File: src/assert_macros.svh
// Assertion macros for the UTF-8 decoder RTL.
// No dependencies; included by modules that carry assertions.
`ifndef ASSERT_MACROS_SVH
`define ASSERT_MACROS_SVH

// Property that must hold at every clock edge outside reset.
`define ASSERT_ALWAYS(label, clk, rst, prop) \
  label: assert property (@(posedge clk) disable iff (rst) (prop)) \
    else $error("assertion failed: invariant violated");

// Condition in this cycle implies a check in the next cycle.
`define ASSERT_NEXT(label, clk, rst, pre, post) \
  label: assert property (@(posedge clk) disable iff (rst) (pre) |=> (post)) \
    else $error("assertion failed: next-cycle check violated");

`endif

File: src/u8d_pkg.sv
// Package for the UTF-8 code point decoder: constants and the job word type.
// No dependencies; used by every module of the decoder.
package u8d_pkg;

  localparam int unsigned CP_W        = 21;
  localparam int unsigned QUEUE_DEPTH = 4;

  localparam logic [CP_W-1:0] REPL_CP = 21'h00FFFD;
  localparam logic [CP_W-1:0] MAX_CP  = 21'h10FFFF;
  localparam logic [CP_W-1:0] SURR_LO = 21'h00D800;
  localparam logic [CP_W-1:0] SURR_HI = 21'h00DFFF;

  // One queued job: rep replacement chars come first, then cp, rep+1 words total.
  typedef struct packed {
    logic [1:0]      rep;
    logic [CP_W-1:0] cp;
    logic            last;
  } job_t;

endpackage

File: src/u8d_front.sv
// Front end of the UTF-8 decoder: accepts bytes, tracks held sequences,
// and turns accepted bytes into job words. Depends on u8d_pkg.
module u8d_front (
  input  logic                       clk,
  input  logic                       rst,
  input  logic                       in_valid,
  output logic                       in_ready,
  input  logic [7:0]                 in_byte,
  input  logic                       string_end,
  output logic                       job_valid,
  output u8d_pkg::job_t              job,
  input  logic                       job_ready
);

  logic [1:0] cnt, cnt_next;
  logic [1:0] need, need_next;
  logic [7:0] held [3];

  logic                        accept;
  logic                        holding;
  logic                        is_cont;
  logic [1:0]                  f_need;
  logic                        f_res;
  logic [u8d_pkg::CP_W-1:0]    f_cp;
  logic [u8d_pkg::CP_W-1:0]    asm_cp;
  logic [u8d_pkg::CP_W-1:0]    chk_cp;
  logic                        res;
  logic [1:0]                  rep;
  logic [u8d_pkg::CP_W-1:0]    job_cp;
  logic                        hold_wr;
  logic [1:0]                  hold_idx;

  assign in_ready = job_ready;
  assign accept   = in_valid && in_ready;
  assign holding  = (cnt != 2'd0);
  assign is_cont  = (in_byte[7:6] == 2'b10);

  // Decode of the byte as if nothing were held
  always_comb begin
    f_need = 2'd0;
    f_res  = 1'b1;
    f_cp   = u8d_pkg::REPL_CP;
    if (!in_byte[7]) begin
      f_cp = {13'd0, in_byte};
    end else if (in_byte[7:5] == 3'b110) begin
      f_need = 2'd1;
    end else if (in_byte[7:4] == 4'b1110) begin
      f_need = 2'd2;
    end else if (in_byte[7:3] == 5'b11110) begin
      f_need = 2'd3;
    end
    // lead byte: held unless the string ends here
    if (f_need != 2'd0) begin
      f_res = string_end;
      f_cp  = u8d_pkg::REPL_CP;
    end
  end

  // Assemble the completed sequence and range check it
  always_comb begin
    unique case (need)
      2'd1:    asm_cp = {10'd0, held[0][4:0], in_byte[5:0]};
      2'd2:    asm_cp = {5'd0, held[0][3:0], held[1][5:0], in_byte[5:0]};
      2'd3:    asm_cp = {held[0][2:0], held[1][5:0], held[2][5:0], in_byte[5:0]};
      default: asm_cp = u8d_pkg::REPL_CP;
    endcase
    if ((asm_cp > u8d_pkg::MAX_CP) ||
        ((asm_cp >= u8d_pkg::SURR_LO) && (asm_cp <= u8d_pkg::SURR_HI))) begin
      chk_cp = u8d_pkg::REPL_CP;
    end else begin
      chk_cp = asm_cp;
    end
  end

  // Job word and next hold state
  always_comb begin
    res       = 1'b0;
    rep       = 2'd0;
    job_cp    = u8d_pkg::REPL_CP;
    cnt_next  = cnt;
    need_next = need;
    hold_wr   = 1'b0;
    hold_idx  = 2'd0;
    if (holding && is_cont) begin
      if (cnt == need) begin
        res       = 1'b1;
        job_cp    = chk_cp;
        cnt_next  = 2'd0;
        need_next = 2'd0;
      end else if (string_end) begin
        // lead, held continuations and this byte each give a replacement
        res       = 1'b1;
        rep       = cnt;
        cnt_next  = 2'd0;
        need_next = 2'd0;
      end else begin
        hold_wr  = 1'b1;
        hold_idx = cnt;
        cnt_next = 2'(cnt + 2'd1);
      end
    end else begin
      // broken sequence flushes held bytes, then the byte is decoded fresh
      if (holding) begin
        res = 1'b1;
        if (f_res) begin
          rep    = cnt;
          job_cp = f_cp;
        end else begin
          rep    = 2'(cnt - 2'd1);
          job_cp = u8d_pkg::REPL_CP;
        end
      end else begin
        res    = f_res;
        job_cp = f_cp;
      end
      if ((f_need != 2'd0) && !string_end) begin
        hold_wr   = 1'b1;
        hold_idx  = 2'd0;
        cnt_next  = 2'd1;
        need_next = f_need;
      end else begin
        cnt_next  = 2'd0;
        need_next = 2'd0;
      end
    end
  end

  assign job_valid = accept && res;
  assign job.rep   = rep;
  assign job.cp    = job_cp;
  assign job.last  = string_end;

  // Hold state
  always_ff @(posedge clk) begin
    if (rst) begin
      cnt  <= 2'd0;
      need <= 2'd0;
    end else if (accept) begin
      cnt  <= cnt_next;
      need <= need_next;
    end
  end

  // Held bytes, no reset: read only after written in the same sequence
  always_ff @(posedge clk) begin
    if (accept && hold_wr) begin
      held[hold_idx] <= in_byte;
    end
  end

endmodule

File: src/u8d_queue.sv
// Job queue between the decoder front end and back end.
// Depends on u8d_pkg and assert_macros.svh.
`include "assert_macros.svh"
module u8d_queue #(
  parameter int unsigned DEPTH = u8d_pkg::QUEUE_DEPTH
) (
  input  logic          clk,
  input  logic          rst,
  input  logic          push_valid,
  output logic          push_ready,
  input  u8d_pkg::job_t push_data,
  output logic          pop_valid,
  input  logic          pop_ready,
  output u8d_pkg::job_t pop_data
);

  localparam int unsigned PW = $clog2(DEPTH);
  localparam int unsigned CW = $clog2(DEPTH + 1);

  u8d_pkg::job_t mem [DEPTH];
  logic [PW-1:0] wr_ptr, rd_ptr;
  logic [CW-1:0] count;
  logic          push, pop;

  assign push_ready = (count != CW'(DEPTH));
  assign pop_valid  = (count != '0);
  assign push       = push_valid && push_ready;
  assign pop        = pop_valid && pop_ready;
  assign pop_data   = mem[rd_ptr];

  // Storage
  always_ff @(posedge clk) begin
    if (push) begin
      mem[wr_ptr] <= push_data;
    end
  end

  // Pointers and fill count
  always_ff @(posedge clk) begin
    if (rst) begin
      wr_ptr <= '0;
      rd_ptr <= '0;
      count  <= '0;
    end else begin
      if (push) begin
        wr_ptr <= (wr_ptr == PW'(DEPTH - 1)) ? '0 : PW'(wr_ptr + PW'(1));
      end
      if (pop) begin
        rd_ptr <= (rd_ptr == PW'(DEPTH - 1)) ? '0 : PW'(rd_ptr + PW'(1));
      end
      if (push && !pop) begin
        count <= CW'(count + CW'(1));
      end else if (pop && !push) begin
        count <= CW'(count - CW'(1));
      end
    end
  end

  `ASSERT_ALWAYS(a_count_bound, clk, rst, count <= CW'(DEPTH))
  `ASSERT_NEXT(a_count_inc, clk, rst, push && !pop, count == CW'($past(count) + CW'(1)))
  `ASSERT_ALWAYS(a_empty_ptrs, clk, rst, (count == '0) |-> (wr_ptr == rd_ptr))

endmodule

File: src/u8d_back.sv
// Back end of the UTF-8 decoder: expands each job word into result words.
// Depends on u8d_pkg.
module u8d_back (
  input  logic                    clk,
  input  logic                    rst,
  input  logic                    job_valid,
  output logic                    job_ready,
  input  u8d_pkg::job_t           job,
  output logic                    out_valid,
  input  logic                    out_ready,
  output logic [u8d_pkg::CP_W-1:0] code_point,
  output logic                    run_last,
  output logic                    string_last
);

  logic                     busy;
  logic [1:0]               rem;
  logic [u8d_pkg::CP_W-1:0] cp;
  logic                     last;
  logic                     load;

  // Current job drained once the final word is taken
  assign job_ready = !busy || (out_ready && (rem == 2'd0));
  assign load      = job_valid && job_ready;

  assign out_valid   = busy;
  assign code_point  = (rem != 2'd0) ? u8d_pkg::REPL_CP : cp;
  assign run_last    = (rem == 2'd0);
  assign string_last = (rem == 2'd0) && last;

  // Control
  always_ff @(posedge clk) begin
    if (rst) begin
      busy <= 1'b0;
      rem  <= 2'd0;
    end else if (load) begin
      busy <= 1'b1;
      rem  <= job.rep;
    end else if (busy && out_ready) begin
      if (rem != 2'd0) begin
        rem <= 2'(rem - 2'd1);
      end else begin
        busy <= 1'b0;
      end
    end
  end

  // Payload of the current job
  always_ff @(posedge clk) begin
    if (load) begin
      cp   <= job.cp;
      last <= job.last;
    end
  end

endmodule

File: src/utf8_codepoint_decoder_top.sv
// UTF-8 decoder: one byte accepted per cycle while the job queue has room; results pass the queue and back end.
// A byte yields 0 to 4 words; output runs one word per cycle from the back end while out_ready is high.
// Malformed runs of k words stall input only when the job queue fills up.
// Synchronous active-high reset clears hold state, queue and output; no clear pass.
// Depends on u8d_pkg, u8d_front, u8d_queue, u8d_back.
module utf8_codepoint_decoder_top #(
  parameter int unsigned QUEUE_DEPTH = u8d_pkg::QUEUE_DEPTH
) (
  input  logic                     clk,
  input  logic                     rst,
  input  logic                     in_valid,
  output logic                     in_ready,
  input  logic [7:0]               in_byte,
  input  logic                     string_end,
  output logic                     out_valid,
  input  logic                     out_ready,
  output logic [u8d_pkg::CP_W-1:0] code_point,
  output logic                     run_last,
  output logic                     string_last
);

  logic          fq_valid, fq_ready;
  u8d_pkg::job_t fq_job;
  logic          qb_valid, qb_ready;
  u8d_pkg::job_t qb_job;

  u8d_front u_front (
    .clk        (clk),
    .rst        (rst),
    .in_valid   (in_valid),
    .in_ready   (in_ready),
    .in_byte    (in_byte),
    .string_end (string_end),
    .job_valid  (fq_valid),
    .job        (fq_job),
    .job_ready  (fq_ready)
  );

  u8d_queue #(
    .DEPTH (QUEUE_DEPTH)
  ) u_queue (
    .clk        (clk),
    .rst        (rst),
    .push_valid (fq_valid),
    .push_ready (fq_ready),
    .push_data  (fq_job),
    .pop_valid  (qb_valid),
    .pop_ready  (qb_ready),
    .pop_data   (qb_job)
  );

  u8d_back u_back (
    .clk         (clk),
    .rst         (rst),
    .job_valid   (qb_valid),
    .job_ready   (qb_ready),
    .job         (qb_job),
    .out_valid   (out_valid),
    .out_ready   (out_ready),
    .code_point  (code_point),
    .run_last    (run_last),
    .string_last (string_last)
  );

endmodule

File: config.mk
export PLATFORM = sky130hd
export DESIGN_NAME = utf8_codepoint_decoder_top
export DESIGN_NICKNAME = d
export VERILOG_FILES = /design/src/u8d_pkg.sv /design/src/u8d_front.sv /design/src/u8d_queue.sv /design/src/u8d_back.sv /design/src/utf8_codepoint_decoder_top.sv
export VERILOG_INCLUDE_DIRS = /design/src /design/src/src
export SDC_FILE = /design/constraint.sdc
export NUM_CORES = 1
export LEC_CHECK = 0
export ABC_AREA = 0
export BUFFER_PORTS_ARGS = -buffer_cell sky130_fd_sc_hd__buf_2
export CAP_MARGIN = 10
export CORE_AREA = 2 2 189 117
export CTS_CLUSTER_DIAMETER = 40
export CTS_CLUSTER_SIZE = 12
export DETAILED_ROUTE_END_ITERATION = 8
export DIE_AREA = 0 0 191 119
export GPL_ROUTABILITY_DRIVEN = 0
export SETUP_SLACK_MARGIN = 0.2
export SYNTH_ARGS = -nofsm -noshare
export SYNTH_HDL_FRONTEND = slang
export SYNTH_SLANG_ARGS = --single-unit
File: constraint.sdc
create_clock -name clk -period 5 [get_ports clk]
set_input_delay 1.5 -clock clk [delete_from_list [all_inputs] [get_ports clk]]
set_output_delay 1.5 -clock clk [all_outputs]
set_load 0.02 [all_outputs]
==> results.tsv, run 1 <==
stage	metric	value	unit
run_status	outcome	complete, no violations	
synth	synthArstFlopShare	0	%
timing	setup_tns	0	ns
cts	post_cts_buffers	0	
synth	synth-seq-cells	151	
timing	setup_violations	0	
synth	syn_inst	376	
critical_path	worstPathMaxFanout	14	
detailed_routing	drc	0	
layout	drive_gt1_share	24.60	%
pwr	p_leak	2.440	nW
layout	area_growth	19.85	%
global_routing	grt.total_usage	11.73	%
layout	fin_nets	448	
global_routing	grt_max_degree	30	
run	max-cap-violations	0	
critical_path	start_kind	input port	
pwr	p_int	0.002960	W
detailed_routing	routedWlPerCell	17.05	um
synth	yosysSeqAreaShare	70.97	%
cts	clk_path_buf_depth	2	
global_routing	gr-usage-met1	16.99	%
timing	finalHoldViolCount	0	
timing	worst_pin_slew	0.9070	ns
pwr	peakVddDrop	273.6	uV
critical_path	cp.arrival	3.76	ns
layout	multi_input_area	0.001690	sq mm
detailed_routing	vias	3333	
synth	yosys_most_used_dff	edfxtp_1	
global_routing	met2_usage	16.78	%
pwr	p_seq_share	40.7	%
min_path	min_path_cells	2	
timing	fmax	0.2930	GHz
timing	min_period	3.413	ns
die	die_area	0.02273	sq mm
critical_path	r2r_end	u_queue.count[2]	
critical_path	reg2reg_slack	1.80	ns
timing	skew	0.01020	ns
min_path	worstHoldEndpoint	u_back.rem[1]	
synth	yosys_warnings	0	
cts	cts_resized	0	
cts	cts_sinks	151	
detailed_routing	first_pass_iters	6	
global_routing	grt_pass1_wl	19750	um
pwr	power.clock.fraction	34.0	%
pwr	p_per_area	565.4	mW/mm^2
timing	period_share	68.26	%
cts	cts_buffers	17	
cts	clkTransAtPathRegs	0.06	ns
cts	clk_latency	0.41	ns
synth	postSynthAreaPerCell	16.39	sq um
cts	holdBufCountCts	0	
timing	worst_slack	1.587	ns
detailed_routing	antenna_left	0	
timing	slew_violations	0	
critical_path	r2r-start	u_front.need[1]	
die	core-area	0.02128	sq mm
pwr	p_sw	0.001216	W
place	place_hpwl	7949	um
timing	rsz0062_at_grt	false	
detailed_routing	totalWireLength	12360	um
layout	fin_util	34.71	%
pwr	power.switching_fraction	29.12	%
cts	tritoncts	yes	
min_path	hold_class	flop to flop	
critical_path	crit_path_end_kind	flop	
min_path	min_from	u_back.rem[1]	
die	start_util	28.96	%
synth	synth_commonest_cells	135 x edfxtp_1, 25 x nand2b_1, 24 x mux4_2, 19 x nor2_1, 17 x and2_1	
timing	slew_headroom	38.87	%
critical_path	required	5.35	ns
detailed_routing	vias_per_cell	4.597	
synth	yosysUniqueCellTypes	40	
global_routing	grt.busiest_layer	met1	
die	die_h	119	um
global_routing	antenna_found_initial	0	
die	num_rows	42	
synth	synth_edf_count	135	
place	pre_cts_ws	1.190	ns
die	ios	38	
synth	yosys.area.top_type_share	65.77	%
global_routing	grt_pass1_vias	3473	
pwr	p_comb_share	25.3	%
synth	synth_most_common_cell	edfxtp_1	
synth	yosys.area.top_type	edfxtp_1	
global_routing	grt_use_met3	2.918	%
detailed_routing	drtIter0Drc	275	
layout	regArea	0.004374	sq mm
die	die_x	191	um
synth	synth_area_leaders	edfxtp_1 66%, mux4_2 8.8%, dfxtp_1 5.2%	
global_routing	grt.overflow.total	0	
critical_path	worstSetupPathType	input port to flop	
layout	n_fill_cell	2031	
cts	cts_max_level	4	
layout	antennaDiodeCount	0	
critical_path	reg2reg_depth	9	
place	io_buffers	37	
cts	cts-root-buf	clkbuf_16	
synth	synthesis.area	0.006163	sq mm
synth	syn-num-nets	398	
[per-stage QoR]
step	instance area (sq um)	hold WS (ns)	cells	total power, W
after floorplan	6163	0.4351	376	0.002457
after CTS	7387	0.4748	725	0.004241
after global placement	6724	0.4554	693	0.002795
after global routing	7387	0.5150	725	0.004399
after detailed placement	6724	0.4655	693	0.002817
final	7387	0.4719	725	0.004176
[state kept, by name, indices dropped and copies added, names as in the netlist, 3 cells and up, named ones only]
name           cells
u_queue.mem       96
u_back.cp         21
u_front.held      17
u_queue.count      3
[worst max-delay path, stage by stage]
cell and delay, ns:
buf_2 0.19, nor4b_1 0.17, o21ai_1 0.25, o211a_1 0.37, ha_1 0.22, inv_1 0.06, fa_1 0.37, xor2_1 0.18
or3_1 0.31, a21oi_1 0.14
[cell usage in the layout, fill, tap and decap left out, types with 3 or more instances in the layout]
cell type / count
nand2b_1: 25
xor2_1: 4
nor2_1: 19
inv_6: 5
clkbuf_16: 17
bufinv_16: 5
nor4_1: 5
nand2_1: 14
or3_1: 3
mux2i_1: 10
o21ai_0: 9
mux4_2: 24
nor2b_1: 5
ha_1: 8
dfxtp_1: 16
o21a_1: 9
inv_1: 11
and4b_1: 3
buf_4: 10
nand3_1: 8
edfxtp_1: 135
a21oi_1: 13
buf_2: 37
and2_1: 17
[cell families (layout without fill, tap and decap cells)]
family	after synthesis	after routing	synth area share (%)
mux	34	34	10.39
xor+xnor	4	4	0.5684
simple gates	108	108	9.866
fa+ha+maj	9	9	1.949
flops	151	151	70.97
buf+inv	27	90	1.786
compound gates	43	43	4.466
[layer usage]
layer	wire [um]	vias up
met4	183	0
met5	0	-
met3	805	13
met1	5890	1684
met2	5482	96
li1	-	1540
[how the worst max path moves through the flow]
stage                          start          endpoint  slack (ns)  cells after the start
after floorplan            out_ready  u_queue.count[2]        0.80                      9
after detailed placement  in_byte[7]  u_queue.count[2]        1.19                     10
after global placement    in_byte[7]  u_queue.count[2]        1.25                     10
after global routing      in_byte[7]  u_queue.count[2]        1.43                     10
final                     in_byte[7]  u_queue.count[2]        1.59                     10
after CTS                 in_byte[7]  u_queue.count[2]        1.63                     10
[final cells by class]
type                            instances  share of cell area (%)
Sequential cell                       151                   59.21
Clock buffer                           17                   5.759
Clock inverter                         15                   3.218
Multi-Input combinational cell        198                   22.88
Inverter                               11                  0.5589
Tap cell                              286                   4.844
Timing Repair Buffer                   47                   3.523
[power groups by stage]
stage | logic [W] | clock network [W] | registers (W)
after floorplan | 0.000745 | 0 | 0.00171
after global placement | 0.00108 | 0 | 0.00172
after detailed placement | 0.00109 | 0 | 0.00173
after CTS | 0.00110 | 0.00144 | 0.00170
after global routing | 0.00117 | 0.00151 | 0.00172
final | 0.00106 | 0.00142 | 0.00170
Note: power is estimated with default switching activity, not from simulation.
==> run 2: changes to the inputs <==
- ABC_AREA: 0 -> 1
- CORE_AREA: 2 2 189 117 -> 2 2 196 121
- DIE_AREA: 0 0 191 119 -> 0 0 198 123
- clock period: 5 -> 3.25 ns (I/O delays scaled with it)
==> results.tsv, run 2 <==
stage	metric	value	unit	change
global_routing	gr-usage-met1	20.57	%	+3.6 points
die	num_rows	43		+2.4%
critical_path	crit_path_end_kind	primary output		
run	max-cap-violations	0		unchanged
synth	synthesis.area	0.006701	sq mm	+8.7%
synth	synth_most_common_cell	edfxtp_1		
global_routing	grt_max_degree	49		+63%
die	die_x	198	um	+3.7%
cts	clk_latency	0.43	ns	+0.02 ns
die	die_area	0.02435	sq mm	+7.1%
timing	setup_tns	0	ns	unchanged
synth	yosysSeqAreaShare	65.27	%	-5.7 points
critical_path	cp.arrival	1.64	ns	-2.12 ns
timing	slew_violations	0		unchanged
critical_path	worstSetupPathType	flop to primary output		
critical_path	slowest_stage	dfxtp_1		
critical_path	worstPathMaxFanout	23		+9
layout	top_register	u_queue.mem		
layout	area_growth	16.50	%	
cts	clkTransAtPathRegs	0.07	ns	about the same
timing	fmax	0.3830	GHz	
detailed_routing	drtIter0Drc	388		+41%
global_routing	grt_pass1_vias	4256		+23%
detailed_routing	antenna_left	0		unchanged
detailed_routing	vias	4517		+36%
synth	yosys_warnings	0		unchanged
place	placedInstanceArea	0.007238	sq mm	+7.6%
critical_path	required	2.27	ns	-3.08 ns
synth	postSynthAreaPerCell	10.69	sq um	-35%
synth	yosys_most_used_dff	edfxtp_1		
synth	yosysUniqueCellTypes	37		-7.5%
cts	tritoncts	yes		
global_routing	grt_use_met3	2.864	%	-0.054 points
layout	drive_gt1_share	16.67	%	-7.9 points
pwr	p_leak	2.998	nW	+23%
cts	holdBufCountCts	0		unchanged
global_routing	antenna_found_initial	0		unchanged
synth	synthArstFlopShare	0	%	unchanged
die	core-area	0.02265	sq mm	+6.4%
timing	rsz0062_at_grt	false		
layout	final_cell_mix	135 x edfxtp_1, 98 x nand2_1, 82 x nor2_1, 76 x inv_1, 63 x o21ai_0		
global_routing	grt.total_usage	13.37	%	+1.6 points
cts	cts_sinks	151		unchanged
timing	setup_violations	0		unchanged
layout	reg.largest.list	u_queue.mem (96), u_back.cp (21), u_front.held (17)		
timing	finalHoldViolCount	0		unchanged
global_routing	met2_usage	17.83	%	+1.0 points
detailed_routing	routedWlPerCell	14.98	um	-12%
critical_path	crit_chain	inv_1 -> ha_1 -> buf_4 -> nand2_1 -> inv_1 -> buf_2		
critical_path	reg2reg_slack	0.64	ns	-1.16 ns
global_routing	grt_pass1_wl	24140	um	+22%
layout	final_area	0.007807	sq mm	+5.7%
detailed_routing	drc	0		unchanged
global_routing	grt.busiest_layer	met1		
timing	skew	0.009265	ns	-0.0009350 ns
place	place_hpwl	10010	um	+26%
layout	final_common_cell	edfxtp_1		
layout	n_fill_cell	2267		+12%
timing	period_share	80.35	%	
pwr	peakVddDrop	432.6	uV	+58%
detailed_routing	first_pass_iters	5		-1
cts	cts_buffers	17		unchanged
min_path	hold_class	flop to flop		
die	start_util	29.59	%	+0.63 points
timing	worst_pin_slew	1.142	ns	+0.2350 ns
timing	slew_headroom	23.35	%	-16 points
layout	antennaDiodeCount	0		unchanged
run_status	outcome	complete, no violations		
detailed_routing	vias_per_cell	4.522		-1.6%
synth	syn_inst	627		+67%
cts	post_cts_buffers	0		unchanged
critical_path	start_kind	flop		
die	die_h	123	um	+3.4%
cts	cts_max_level	4		unchanged
detailed_routing	totalWireLength	14970	um	+21%
synth	synth_area_leaders	edfxtp_1 60%, nand2_1 5.5%, nor2_1 4.8%		
synth	synth-seq-cells	151		unchanged
cts	clk_path_buf_depth	2		unchanged
synth	synth_edf_count	135		unchanged
pwr	p_per_area	806.6	mW/mm^2	+43%
cts	cts-root-buf	clkbuf_16		
global_routing	grt.overflow.total	0		unchanged
synth	yosys.area.top_type	edfxtp_1		
layout	fin_nets	693		+55%
synth	yosys.area.top_type_share	60.49	%	-5.3 points
place	io_buffers	37		unchanged
critical_path	cpPeakStageDelay	0.31	ns	-0.06 ns
die	ios	38		unchanged
synth	synth_commonest_cells	135 x edfxtp_1, 98 x nand2_1, 86 x nor2_1, 76 x inv_1, 63 x o21ai_0		
critical_path	cp_common_cell	inv_1		
cts	cts_resized	0		unchanged
timing	min_period	2.611	ns	
synth	syn-num-nets	649		+63%
layout	largest_reg_flops	96		unchanged
[run 2: cell types whose count changed after synthesis, moves of 10 or more]
cell / delta
nand2_1: +84
nor2_1: +67
inv_1: +65
o21ai_0: +54
nand2b_1: -25
mux4_2: -24
o22ai_1: +24
nand3_1: +23
and2_1: -17
mux2i_1: -10
[run 2: cell type report]
type | count | area [sq um] | share of cell area, %
clock inverters | 14 | 140.1 | 1.795
well taps | 315 | 394.1 | 5.048
flip-flops and latches | 151 | 4374 | 56.03
clock buffers | 18 | 429.2 | 5.497
inverters | 83 | 317.8 | 4.071
multi-input cells | 370 | 1884 | 24.13
repair buffers | 48 | 267.8 | 3.429
[run 2: worst paths after layout]
kind | start | endpoint | cells after the start
max | u_back.rem[0] | code_point[1] | 6
min | u_queue.count[2] | u_queue.count[2] | 2
max reg2reg | u_front.need[1] | u_queue.mem[3][21] | 7
min reg2reg | u_queue.count[2] | u_queue.count[2] | 2
[run 2: cell families after synthesis]
logic type                 share of synthesized area (%)
and+or+nand+nor                                    16.51
DFF                                                65.27
AOI/OAI and AO/OA                                  9.672
buffers and inverters                              6.758
adders and majority gates                          1.792
[run 2: where the power goes]
part	total, W	switching [W]	internal [W]
registers	0.00262	0.0000950	0.00252
clock network	0.00192	0.000847	0.00108
logic	0.00176	0.00126	0.000502
[run 2: metrics by stage]
stage	worst slack [ns]	util, %	power, W	cells	hold WS, ns
2_1_floorplan	0.2170	-	0.003847	627	0.4583
4_1_cts	0.5786	34.47	0.006364	999	0.5016
5_1_grt	0.4291	34.47	0.006681	999	0.5500
6_report	0.6388	34.47	0.006297	999	0.4959
3_5_place_dp	0.2918	31.96	0.004441	967	0.4931
3_3_place_gp	0.3236	31.96	0.004415	967	0.4927
[run 2: metal layers]
layer / wire, um / vias up / share of wire, %
met3: 889 / 14 / 5.9
met2: 5947 / 133 / 40
met1: 7932 / 2144 / 53
met4: 200 / 0 / 1.3
li1: - / 2226 / -
met5: 0 / - / 0
[run 2: worst max-delay path: cells and delay by family (launching register included)]
family | cells | cell delay, ns
simple gates | 1 | 0.10
flops | 1 | 0.31
fa+ha+maj | 1 | 0.20
buf+inv | 4 | 0.58
